$ cat config.mk
export PLATFORM = sky130hd
export DESIGN_NAME = rpqe_ctrl
export DESIGN_NICKNAME = d
export VERILOG_FILES = /design/src/rtl/rpqe_pkg.sv /design/src/rtl/rpqe_ctrl.sv
export SDC_FILE = /design/constraint.sdc
export NUM_CORES = 1
export LEC_CHECK = 0
export ABC_AREA = 1
export BUFFER_PORTS_ARGS = -buffer_cell sky130_fd_sc_hd__clkbuf_2
export CAP_MARGIN = 20
export CORE_UTILIZATION = 55
export CTS_CLUSTER_DIAMETER = 100
export DETAILED_ROUTE_END_ITERATION = 12
export PLACE_DENSITY_LB_ADDON = 0.1
export SKIP_CTS_REPAIR_TIMING = 1
export SYNTH_ARGS = -nofsm -noshare
export SYNTH_HDL_FRONTEND = slang
export SYNTH_SLANG_ARGS = --single-unit
$ cat constraint.sdc
create_clock -name i_clk -period 2.7 [get_ports i_clk]
set_input_delay 0.135 -clock i_clk [delete_from_list [all_inputs] [get_ports i_clk]]
set_output_delay 0.135 -clock i_clk [all_outputs]
set_load 0.03 [all_outputs]
$ cat src/rtl/rpqe_pkg.sv
// ----------------------------------------------------------------------------
// rpqe_pkg
// Shared types, codes and constant tables of the rigid pose quaternion engine.
// ----------------------------------------------------------------------------
package rpqe_pkg;

    // Default parameter values
    localparam int QUAT_FRAC_BITS_DEF = 30;
    localparam int ANGLE_BITS_DEF     = 16;

    // pi/2 in unsigned Q1.30
    localparam logic [30:0] HALF_PI_Q30 = 31'd1686629713;

    // Opcodes and axis codes
    localparam logic [1:0] OP_ROTATE   = 2'd0;
    localparam logic [1:0] OP_SET_POS  = 2'd1;
    localparam logic [1:0] OP_SET_QUAT = 2'd2;
    localparam logic [1:0] AXIS_NONE   = 2'd3;

    // Multiplier operand selects
    localparam logic [2:0] MUL_NONE = 3'd0;
    localparam logic [2:0] MUL_ANG  = 3'd1;  // reduced angle * pi/2
    localparam logic [2:0] MUL_XX   = 3'd2;  // x * x
    localparam logic [2:0] MUL_X2T  = 3'd3;  // x^2 * series term
    localparam logic [2:0] MUL_NREC = 3'd4;  // numerator * reciprocal
    localparam logic [2:0] MUL_QD   = 3'd5;  // quotient estimate * divisor
    localparam logic [2:0] MUL_XT   = 3'd6;  // x * sine series
    localparam logic [2:0] MUL_PROD = 3'd7;  // quaternion component product

    // Write-back operations on the registered product
    localparam logic [3:0] WB_NONE = 4'd0;
    localparam logic [3:0] WB_X    = 4'd1;
    localparam logic [3:0] WB_X2   = 4'd2;
    localparam logic [3:0] WB_N    = 4'd3;
    localparam logic [3:0] WB_QE   = 4'd4;
    localparam logic [3:0] WB_QUO  = 4'd5;
    localparam logic [3:0] WB_T    = 4'd6;
    localparam logic [3:0] WB_S    = 4'd7;
    localparam logic [3:0] WB_C    = 4'd8;
    localparam logic [3:0] WB_ACC  = 4'd9;

    // Series step indexes: sine steps first, then cosine steps
    localparam logic [3:0] H_SIN_LAST = 4'd6;
    localparam logic [3:0] H_COS_FIRST = 4'd7;
    localparam logic [3:0] H_COS_LAST = 4'd14;

    // Controller to datapath command
    typedef struct packed {
        logic              load;
        logic [2:0]        mul_op;
        logic [3:0]        wb_op;
        logic [3:0]        kidx;
        logic [1:0]        ia;
        logic [1:0]        ib;
        logic signed [2:0] coef;
        logic              acc_clr;
        logic              rnd_en;
        logic [3:0]        rnd_dst;
        logic              mat;
        logic              commit;
        logic [1:0]        row;
    } t_cmd;

    // One product term of a sum
    typedef struct packed {
        logic [1:0]        ia;
        logic [1:0]        ib;
        logic signed [2:0] coef;
    } t_term;

    // Series divisor k*(k-1)
    function automatic logic [7:0] series_den(input logic [3:0] kidx);
        logic [7:0] d;
        unique case (kidx)
            4'd0:    d = 8'd210;
            4'd1:    d = 8'd156;
            4'd2:    d = 8'd110;
            4'd3:    d = 8'd72;
            4'd4:    d = 8'd42;
            4'd5:    d = 8'd20;
            4'd6:    d = 8'd6;
            4'd7:    d = 8'd240;
            4'd8:    d = 8'd182;
            4'd9:    d = 8'd132;
            4'd10:   d = 8'd90;
            4'd11:   d = 8'd56;
            4'd12:   d = 8'd30;
            4'd13:   d = 8'd12;
            4'd14:   d = 8'd2;
            default: d = 8'd1;
        endcase
        return d;
    endfunction

    // floor(2^32 / divisor)
    function automatic logic [31:0] series_rcp(input logic [3:0] kidx);
        logic [31:0] m;
        unique case (kidx)
            4'd0:    m = 32'd20452225;
            4'd1:    m = 32'd27531841;
            4'd2:    m = 32'd39045157;
            4'd3:    m = 32'd59652323;
            4'd4:    m = 32'd102261126;
            4'd5:    m = 32'd214748364;
            4'd6:    m = 32'd715827882;
            4'd7:    m = 32'd17895697;
            4'd8:    m = 32'd23598721;
            4'd9:    m = 32'd32537631;
            4'd10:   m = 32'd47721858;
            4'd11:   m = 32'd76695844;
            4'd12:   m = 32'd143165576;
            4'd13:   m = 32'd357913941;
            4'd14:   m = 32'd2147483648;
            default: m = 32'd0;
        endcase
        return m;
    endfunction

    // Term j of entry e: Hamilton product (mat = 0) or rotation matrix (mat = 1)
    function automatic t_term term_info(input logic mat, input logic [3:0] e,
                                        input logic [1:0] j);
        t_term t;
        logic  neg;
        t = '0;
        neg = 1'b0;
        if (!mat) begin
            t.ia = j;
            t.ib = e[1:0] ^ j;
            unique case ({e[1:0], j})
                4'b0001, 4'b0010, 4'b0011, 4'b0111, 4'b1001, 4'b1110: neg = 1'b1;
                default: neg = 1'b0;
            endcase
            t.coef = neg ? -3'sd1 : 3'sd1;
        end else begin
            unique case ({e, j})
                6'd0:    t = '{2'd0, 2'd0,  3'sd1};
                6'd1:    t = '{2'd1, 2'd1,  3'sd1};
                6'd2:    t = '{2'd2, 2'd2, -3'sd1};
                6'd3:    t = '{2'd3, 2'd3, -3'sd1};
                6'd4:    t = '{2'd1, 2'd2,  3'sd2};
                6'd5:    t = '{2'd0, 2'd3, -3'sd2};
                6'd8:    t = '{2'd1, 2'd3,  3'sd2};
                6'd9:    t = '{2'd0, 2'd2,  3'sd2};
                6'd12:   t = '{2'd1, 2'd2,  3'sd2};
                6'd13:   t = '{2'd0, 2'd3,  3'sd2};
                6'd16:   t = '{2'd0, 2'd0,  3'sd1};
                6'd17:   t = '{2'd1, 2'd1, -3'sd1};
                6'd18:   t = '{2'd2, 2'd2,  3'sd1};
                6'd19:   t = '{2'd3, 2'd3, -3'sd1};
                6'd20:   t = '{2'd2, 2'd3,  3'sd2};
                6'd21:   t = '{2'd0, 2'd1, -3'sd2};
                6'd24:   t = '{2'd1, 2'd3,  3'sd2};
                6'd25:   t = '{2'd0, 2'd2, -3'sd2};
                6'd28:   t = '{2'd2, 2'd3,  3'sd2};
                6'd29:   t = '{2'd0, 2'd1,  3'sd2};
                6'd32:   t = '{2'd0, 2'd0,  3'sd1};
                6'd33:   t = '{2'd1, 2'd1, -3'sd1};
                6'd34:   t = '{2'd2, 2'd2, -3'sd1};
                6'd35:   t = '{2'd3, 2'd3,  3'sd1};
                default: t = '0;
            endcase
        end
        return t;
    endfunction

endpackage

$ cat src/rtl/rpqe_ctrl.sv
// ----------------------------------------------------------------------------
// rpqe_ctrl
// Sequencer: steps the shared multiplier through the sine/cosine series,
// the Hamilton product and the matrix sums, then hands out three rows.
// ----------------------------------------------------------------------------
module rpqe_ctrl (
    input  logic          i_clk,
    input  logic          i_rst_n,
    input  logic          i_valid,
    output logic          o_ready,
    input  logic [1:0]    i_opcode,
    input  logic [1:0]    i_axis,
    output logic          o_valid,
    input  logic          i_ready,
    output logic [1:0]    o_row_index,
    output logic          o_last_row,
    output rpqe_pkg::t_cmd o_cmd
);
    import rpqe_pkg::*;

    localparam logic [2:0] S_IDLE   = 3'd0;
    localparam logic [2:0] S_PRE    = 3'd1;
    localparam logic [2:0] S_HORN   = 3'd2;
    localparam logic [2:0] S_SFIN   = 3'd3;
    localparam logic [2:0] S_CFIN   = 3'd4;
    localparam logic [2:0] S_PROD   = 3'd5;
    localparam logic [2:0] S_COMMIT = 3'd6;
    localparam logic [2:0] S_OUT    = 3'd7;

    // product phase: 4 terms per entry, followed by trailing accumulate and round steps
    localparam logic [5:0] MUL_END_ROT = 6'd16;
    localparam logic [5:0] MUL_END_MAT = 6'd36;
    localparam logic [1:0] LAST_ROW    = 2'd2;

    logic [2:0] r_state, n_state;
    logic [2:0] r_step, n_step;
    logic [3:0] r_h, n_h;
    logic [5:0] r_cnt, n_cnt;
    logic       r_mat, n_mat;
    logic [1:0] r_row, n_row;

    logic [5:0] w_mul_end;
    logic [5:0] w_c1;
    logic [5:0] w_c5;
    t_term      w_tm;
    t_term      w_ta;

    assign w_mul_end = r_mat ? MUL_END_MAT : MUL_END_ROT;
    assign w_c1      = r_cnt - 6'd1;
    assign w_c5      = r_cnt - 6'd5;
    assign w_tm      = term_info(r_mat, r_cnt[5:2], r_cnt[1:0]);
    assign w_ta      = term_info(r_mat, w_c1[5:2], w_c1[1:0]);

    assign o_ready     = (r_state == S_IDLE);
    assign o_valid     = (r_state == S_OUT);
    assign o_row_index = r_row;
    assign o_last_row  = (r_row == LAST_ROW);

    // next state and command
    always_comb begin
        n_state = r_state;
        n_step  = r_step;
        n_h     = r_h;
        n_cnt   = r_cnt;
        n_mat   = r_mat;
        n_row   = r_row;
        o_cmd   = '0;
        o_cmd.row  = r_row;
        o_cmd.mat  = r_mat;
        o_cmd.kidx = r_h;
        unique case (r_state)
            S_IDLE: begin
                if (i_valid) begin
                    o_cmd.load = 1'b1;
                    if (i_opcode == OP_ROTATE && i_axis != AXIS_NONE) begin
                        n_state = S_PRE;
                        n_step  = 3'd0;
                    end else begin
                        n_state = S_PROD;
                        n_mat   = 1'b1;
                        n_cnt   = 6'd0;
                    end
                end
            end
            S_PRE: begin
                n_step = r_step + 3'd1;
                unique case (r_step)
                    3'd0:    o_cmd.mul_op = MUL_ANG;
                    3'd1:    o_cmd.wb_op  = WB_X;
                    3'd2:    o_cmd.mul_op = MUL_XX;
                    default: begin
                        o_cmd.wb_op = WB_X2;
                        n_state     = S_HORN;
                        n_h         = 4'd0;
                        n_step      = 3'd0;
                    end
                endcase
            end
            S_HORN: begin
                n_step = r_step + 3'd1;
                unique case (r_step)
                    3'd0:    o_cmd.mul_op = MUL_X2T;
                    3'd1:    o_cmd.wb_op  = WB_N;
                    3'd2:    o_cmd.mul_op = MUL_NREC;
                    3'd3:    o_cmd.wb_op  = WB_QE;
                    3'd4:    o_cmd.mul_op = MUL_QD;
                    3'd5:    o_cmd.wb_op  = WB_QUO;
                    default: begin
                        o_cmd.wb_op = WB_T;
                        n_step      = 3'd0;
                        if (r_h == H_SIN_LAST) begin
                            n_state = S_SFIN;
                        end else if (r_h == H_COS_LAST) begin
                            n_state = S_CFIN;
                        end else begin
                            n_h = r_h + 4'd1;
                        end
                    end
                endcase
            end
            S_SFIN: begin
                if (r_step == 3'd0) begin
                    o_cmd.mul_op = MUL_XT;
                    n_step       = 3'd1;
                end else begin
                    o_cmd.wb_op = WB_S;
                    n_step      = 3'd0;
                    n_h         = H_COS_FIRST;
                    n_state     = S_HORN;
                end
            end
            S_CFIN: begin
                o_cmd.wb_op = WB_C;
                n_state     = S_PROD;
                n_mat       = 1'b0;
                n_cnt       = 6'd0;
            end
            S_PROD: begin
                // issue term cnt, accumulate term cnt-1, round entry done earlier
                if (r_cnt < w_mul_end) begin
                    o_cmd.mul_op = MUL_PROD;
                    o_cmd.ia     = w_tm.ia;
                    o_cmd.ib     = w_tm.ib;
                end
                if (r_cnt != 6'd0 && r_cnt <= w_mul_end) begin
                    o_cmd.wb_op   = WB_ACC;
                    o_cmd.coef    = w_ta.coef;
                    o_cmd.acc_clr = (w_c1[1:0] == 2'd0);
                end
                if (r_cnt >= 6'd5 && r_cnt[1:0] == 2'd1) begin
                    o_cmd.rnd_en  = 1'b1;
                    o_cmd.rnd_dst = w_c5[5:2];
                end
                n_cnt = r_cnt + 6'd1;
                if (r_cnt == w_mul_end + 6'd1) begin
                    if (r_mat) begin
                        n_state = S_OUT;
                        n_row   = 2'd0;
                    end else begin
                        n_state = S_COMMIT;
                    end
                end
            end
            S_COMMIT: begin
                o_cmd.commit = 1'b1;
                n_state      = S_PROD;
                n_mat        = 1'b1;
                n_cnt        = 6'd0;
            end
            S_OUT: begin
                if (i_ready) begin
                    if (r_row == LAST_ROW) begin
                        n_state = S_IDLE;
                        n_row   = 2'd0;
                    end else begin
                        n_row = r_row + 2'd1;
                    end
                end
            end
        endcase
    end

    // control registers
    always_ff @(posedge i_clk) begin
        if (!i_rst_n) begin
            r_state <= S_IDLE;
            r_step  <= 3'd0;
            r_h     <= 4'd0;
            r_cnt   <= 6'd0;
            r_mat   <= 1'b0;
            r_row   <= 2'd0;
        end else begin
            r_state <= n_state;
            r_step  <= n_step;
            r_h     <= n_h;
            r_cnt   <= n_cnt;
            r_mat   <= n_mat;
            r_row   <= n_row;
        end
    end

endmodule

==> results.md <==
* Slew headroom at 71.3%
* Post-placement cell count at 454
* Final hold viol count at 0
* Crit path max-delay family: flip-flops
* CTS tree: built
* Largest net degree at the start of global routing at 17
* Syn avg cell area at 6.30 µm²
* Grt ovf at 0
* Syn_nets at 395
* Clock-pin slew on the worst setup and hold paths at 90 ps
* Number of flops mapped to enable cells by yosys at 0
* Share of layout cells above drive strength 1 at 23.7%
* Wirelength per Cell at 12.4 µm
* CP Capture Type: output port
* First-pass GRT wire length at 9420 µm
* Buffers & Inverters on Critical Path at 3
* Die height at 67.1 µm
* Die Wd at 67.1 µm
* Vias post-DR at 2422
* Ant. Diodes at 0
* Initial core utilization at 57.9%
* Total GRT Usage at 27.1%
* Number of global-route vias before repair at 2089
* Worst-Margin Slew at 430 ps
* Synth Register Bits at 23
* Async set-reset flop share out of synthesis at 0%
* Seq/Total Area, Yosys at 19.7%
* Vias per inst at 5.27
* Setup tns final at 0 ps
* Max FO, Critical Path at 10
* Max Slew Vio Count at 0
* R2R Setup Slk at 650 ps
* Post-DRT Antenna Nets at 0
* Layout Cells excl Fill at 460
* Port Buffer Count at 41
* Total Die Area at 4510 µm²
* H-tree Lvls at 1
* Worst Setup Start Kind: flop
* Final period utilization at 93.2%
* Drt total wl at 5720 µm
* Period minus WS final at 2520 ps
* Initial antenna violation count at 0
* Worst vdd ir at 0.487 mV
* Status: complete, no violations
* Largest stage delay on the critical path at 560 ps
* Post-synth cell types at 37
* CTS Buf Count at 3
* Max Buffers Root-to-Sink at 2
* Worst-case clock skew at 9.34 ps
* Starting DRT DRC Count at 196
* Leakage at 1.42 nW
* Drt pass-1 iters at 4
* Post-Syn Instances at 370
* Core area at 4030 µm²
* Mapped Area at 2330 µm²
* I/O pin count at 42
* Max Cap Violations at 0
* Pwr per Cell Area at 990 nW/µm²
* Worst path required time at 2570 ps
* DP HPWL at 4520 µm
* Setup-failing EPs final at 0
* Top FF cell, synth: dfxtp_1
* Nets at 436
* Root Buffer: clkbuf_8
* Area Overhead vs Synth at 12.7%
* Setup Crit Path Kind: reg -> out
* Row Count at 23
* Peak Freq at 397 MHz
* Placer Congestion at 0.885
* Worst path slowest cell: dfxtp_1
* Post-route DRC violation count at 0
* Yosys warnings at 0
* Critical-path cell list: inv_1, ha_1, inv_1, nor2_1, nand3_1, a32o_1, nor2_1, nand2_1, a21oi_1, clkbuf_2
* HP Class: in -> reg
* Worst EP arrival at 2380 ps
* Overall Power at 2.60 mW
* Worst-Skew Late Latency at 280 ps
* Clock sink total at 23
==> cell families (layout without fill, tap and decap cells) <==
group / count (synthesis) / in the layout / share of synthesized area (%)
adders and majority gates: 17 / 17 / 9.12
xor gates and xnor gates: 6 / 6 / 2.25
buffers and inverters: 63 / 103 / 11.5
DFF: 23 / 23 / 19.7
and+or+nand+nor: 190 / 190 / 39.9
AOI/OAI and AO/OA: 71 / 71 / 17.5
==> final cells by class <==
class	count	area (µm²)
sequential	23	462
timing repair buffer	46	243
tap	50	62.6
clock buffer	3	41.3
inverter	53	206
fill	384	1400
clock inverter	1	7.51
multi-input combinational	284	1610
==> worst register-to-register path, delay by kind of cell (launching register included) <==
kind                       cells  cell delay [ps]
and+or+nand+nor               12              970
buffers and inverters          1              190
DFF                            1              570
adders and majority gates      1              240
==> routing by layer <==
layer | GRT usage (%) | part of all wire, %
met5 | 0 | 0
met4 | 5.59 | 1.1
met3 | 4.45 | 5.4
met2 | 43.0 | 44
met1 | 38.2 | 49
==> cells in the mapped netlist, types with 2 or more instances <==
library cell	n	area, µm²
nand2_1	83	312
inv_1	42	158
nor2_1	40	150
a21oi_1	27	135
nand3_1	25	125
dfxtp_1	23	460
o21ai_0	23	115
ha_1	17	213
nand2_2	13	81.3
inv_2	9	33.8
nand2_4	6	67.6
xor2_1	6	52.6
a31oi_1	4	25.0
buf_4	4	30.0
nor3_1	4	20.0
o211ai_1	4	30.0
buf_2	3	15.0
nand3_2	3	30.0
nand3b_1	3	22.5
nand4_1	3	18.8
nor2_2	3	18.8
nor2_4	3	33.8
o21ai_1	3	15.0
a211oi_1	2	15.0
a21boi_0	2	15.0
clkbuf_1	2	7.51
inv_4	2	12.5
or2_2	2	12.5
==> cells in the final DEF, fill, tap and decap left out, drive strengths merged <==
master	n
clkbuf	44
inv	53
nand3b	3
nand3	29
a31oi	4
nor2	46
o21ai	27
o2111ai	1
nor3	4
xor2	6
nand2	103
nand4	3
dfxtp	23
a21oi	27
clkinvlp	1
o31ai	1
a21boi	2
o211ai	4
a221oi	1
or2	2
a211oi	2
ha	17
a32o	1
a22oi	1
buf	5
==> power breakdown <==
part           leakage (nW)  internal, mW  switching (mW)
logic                  1.21         0.589            1.21
registers             0.189         0.444           0.126
clock network        0.0217         0.105           0.126
==> final timing paths <==
path                                from                           to  cells after the start
max                r_cnt[2]$_SDFFE_PN0N_                    o_cmd[11]                     10
min                              i_ready  o_row_index[1]$_SDFFE_PN0P_                      5
max reg2reg      r_state[0]$_SDFFE_PN0P_                         flop                     14
min reg2reg  o_row_index[1]$_SDFFE_PN0P_  o_row_index[1]$_SDFFE_PN0P_                      2
==> per-stage QoR <==
step | util (%) | setup slack, ps | cell area [µm²] | hold WS, ps
global route | 65.2 | -3.33 | 2630 | 359
global placement | 63.5 | 523 | 2560 | 515
CTS | 64.7 | -0.0635 | 2610 | 319
floorplan | - | 224 | 2330 | 277
finish | 65.2 | 183 | 2630 | 330
detailed placement | 63.5 | 328 | 2560 | 522
Power figures use the tool's default switching activity.
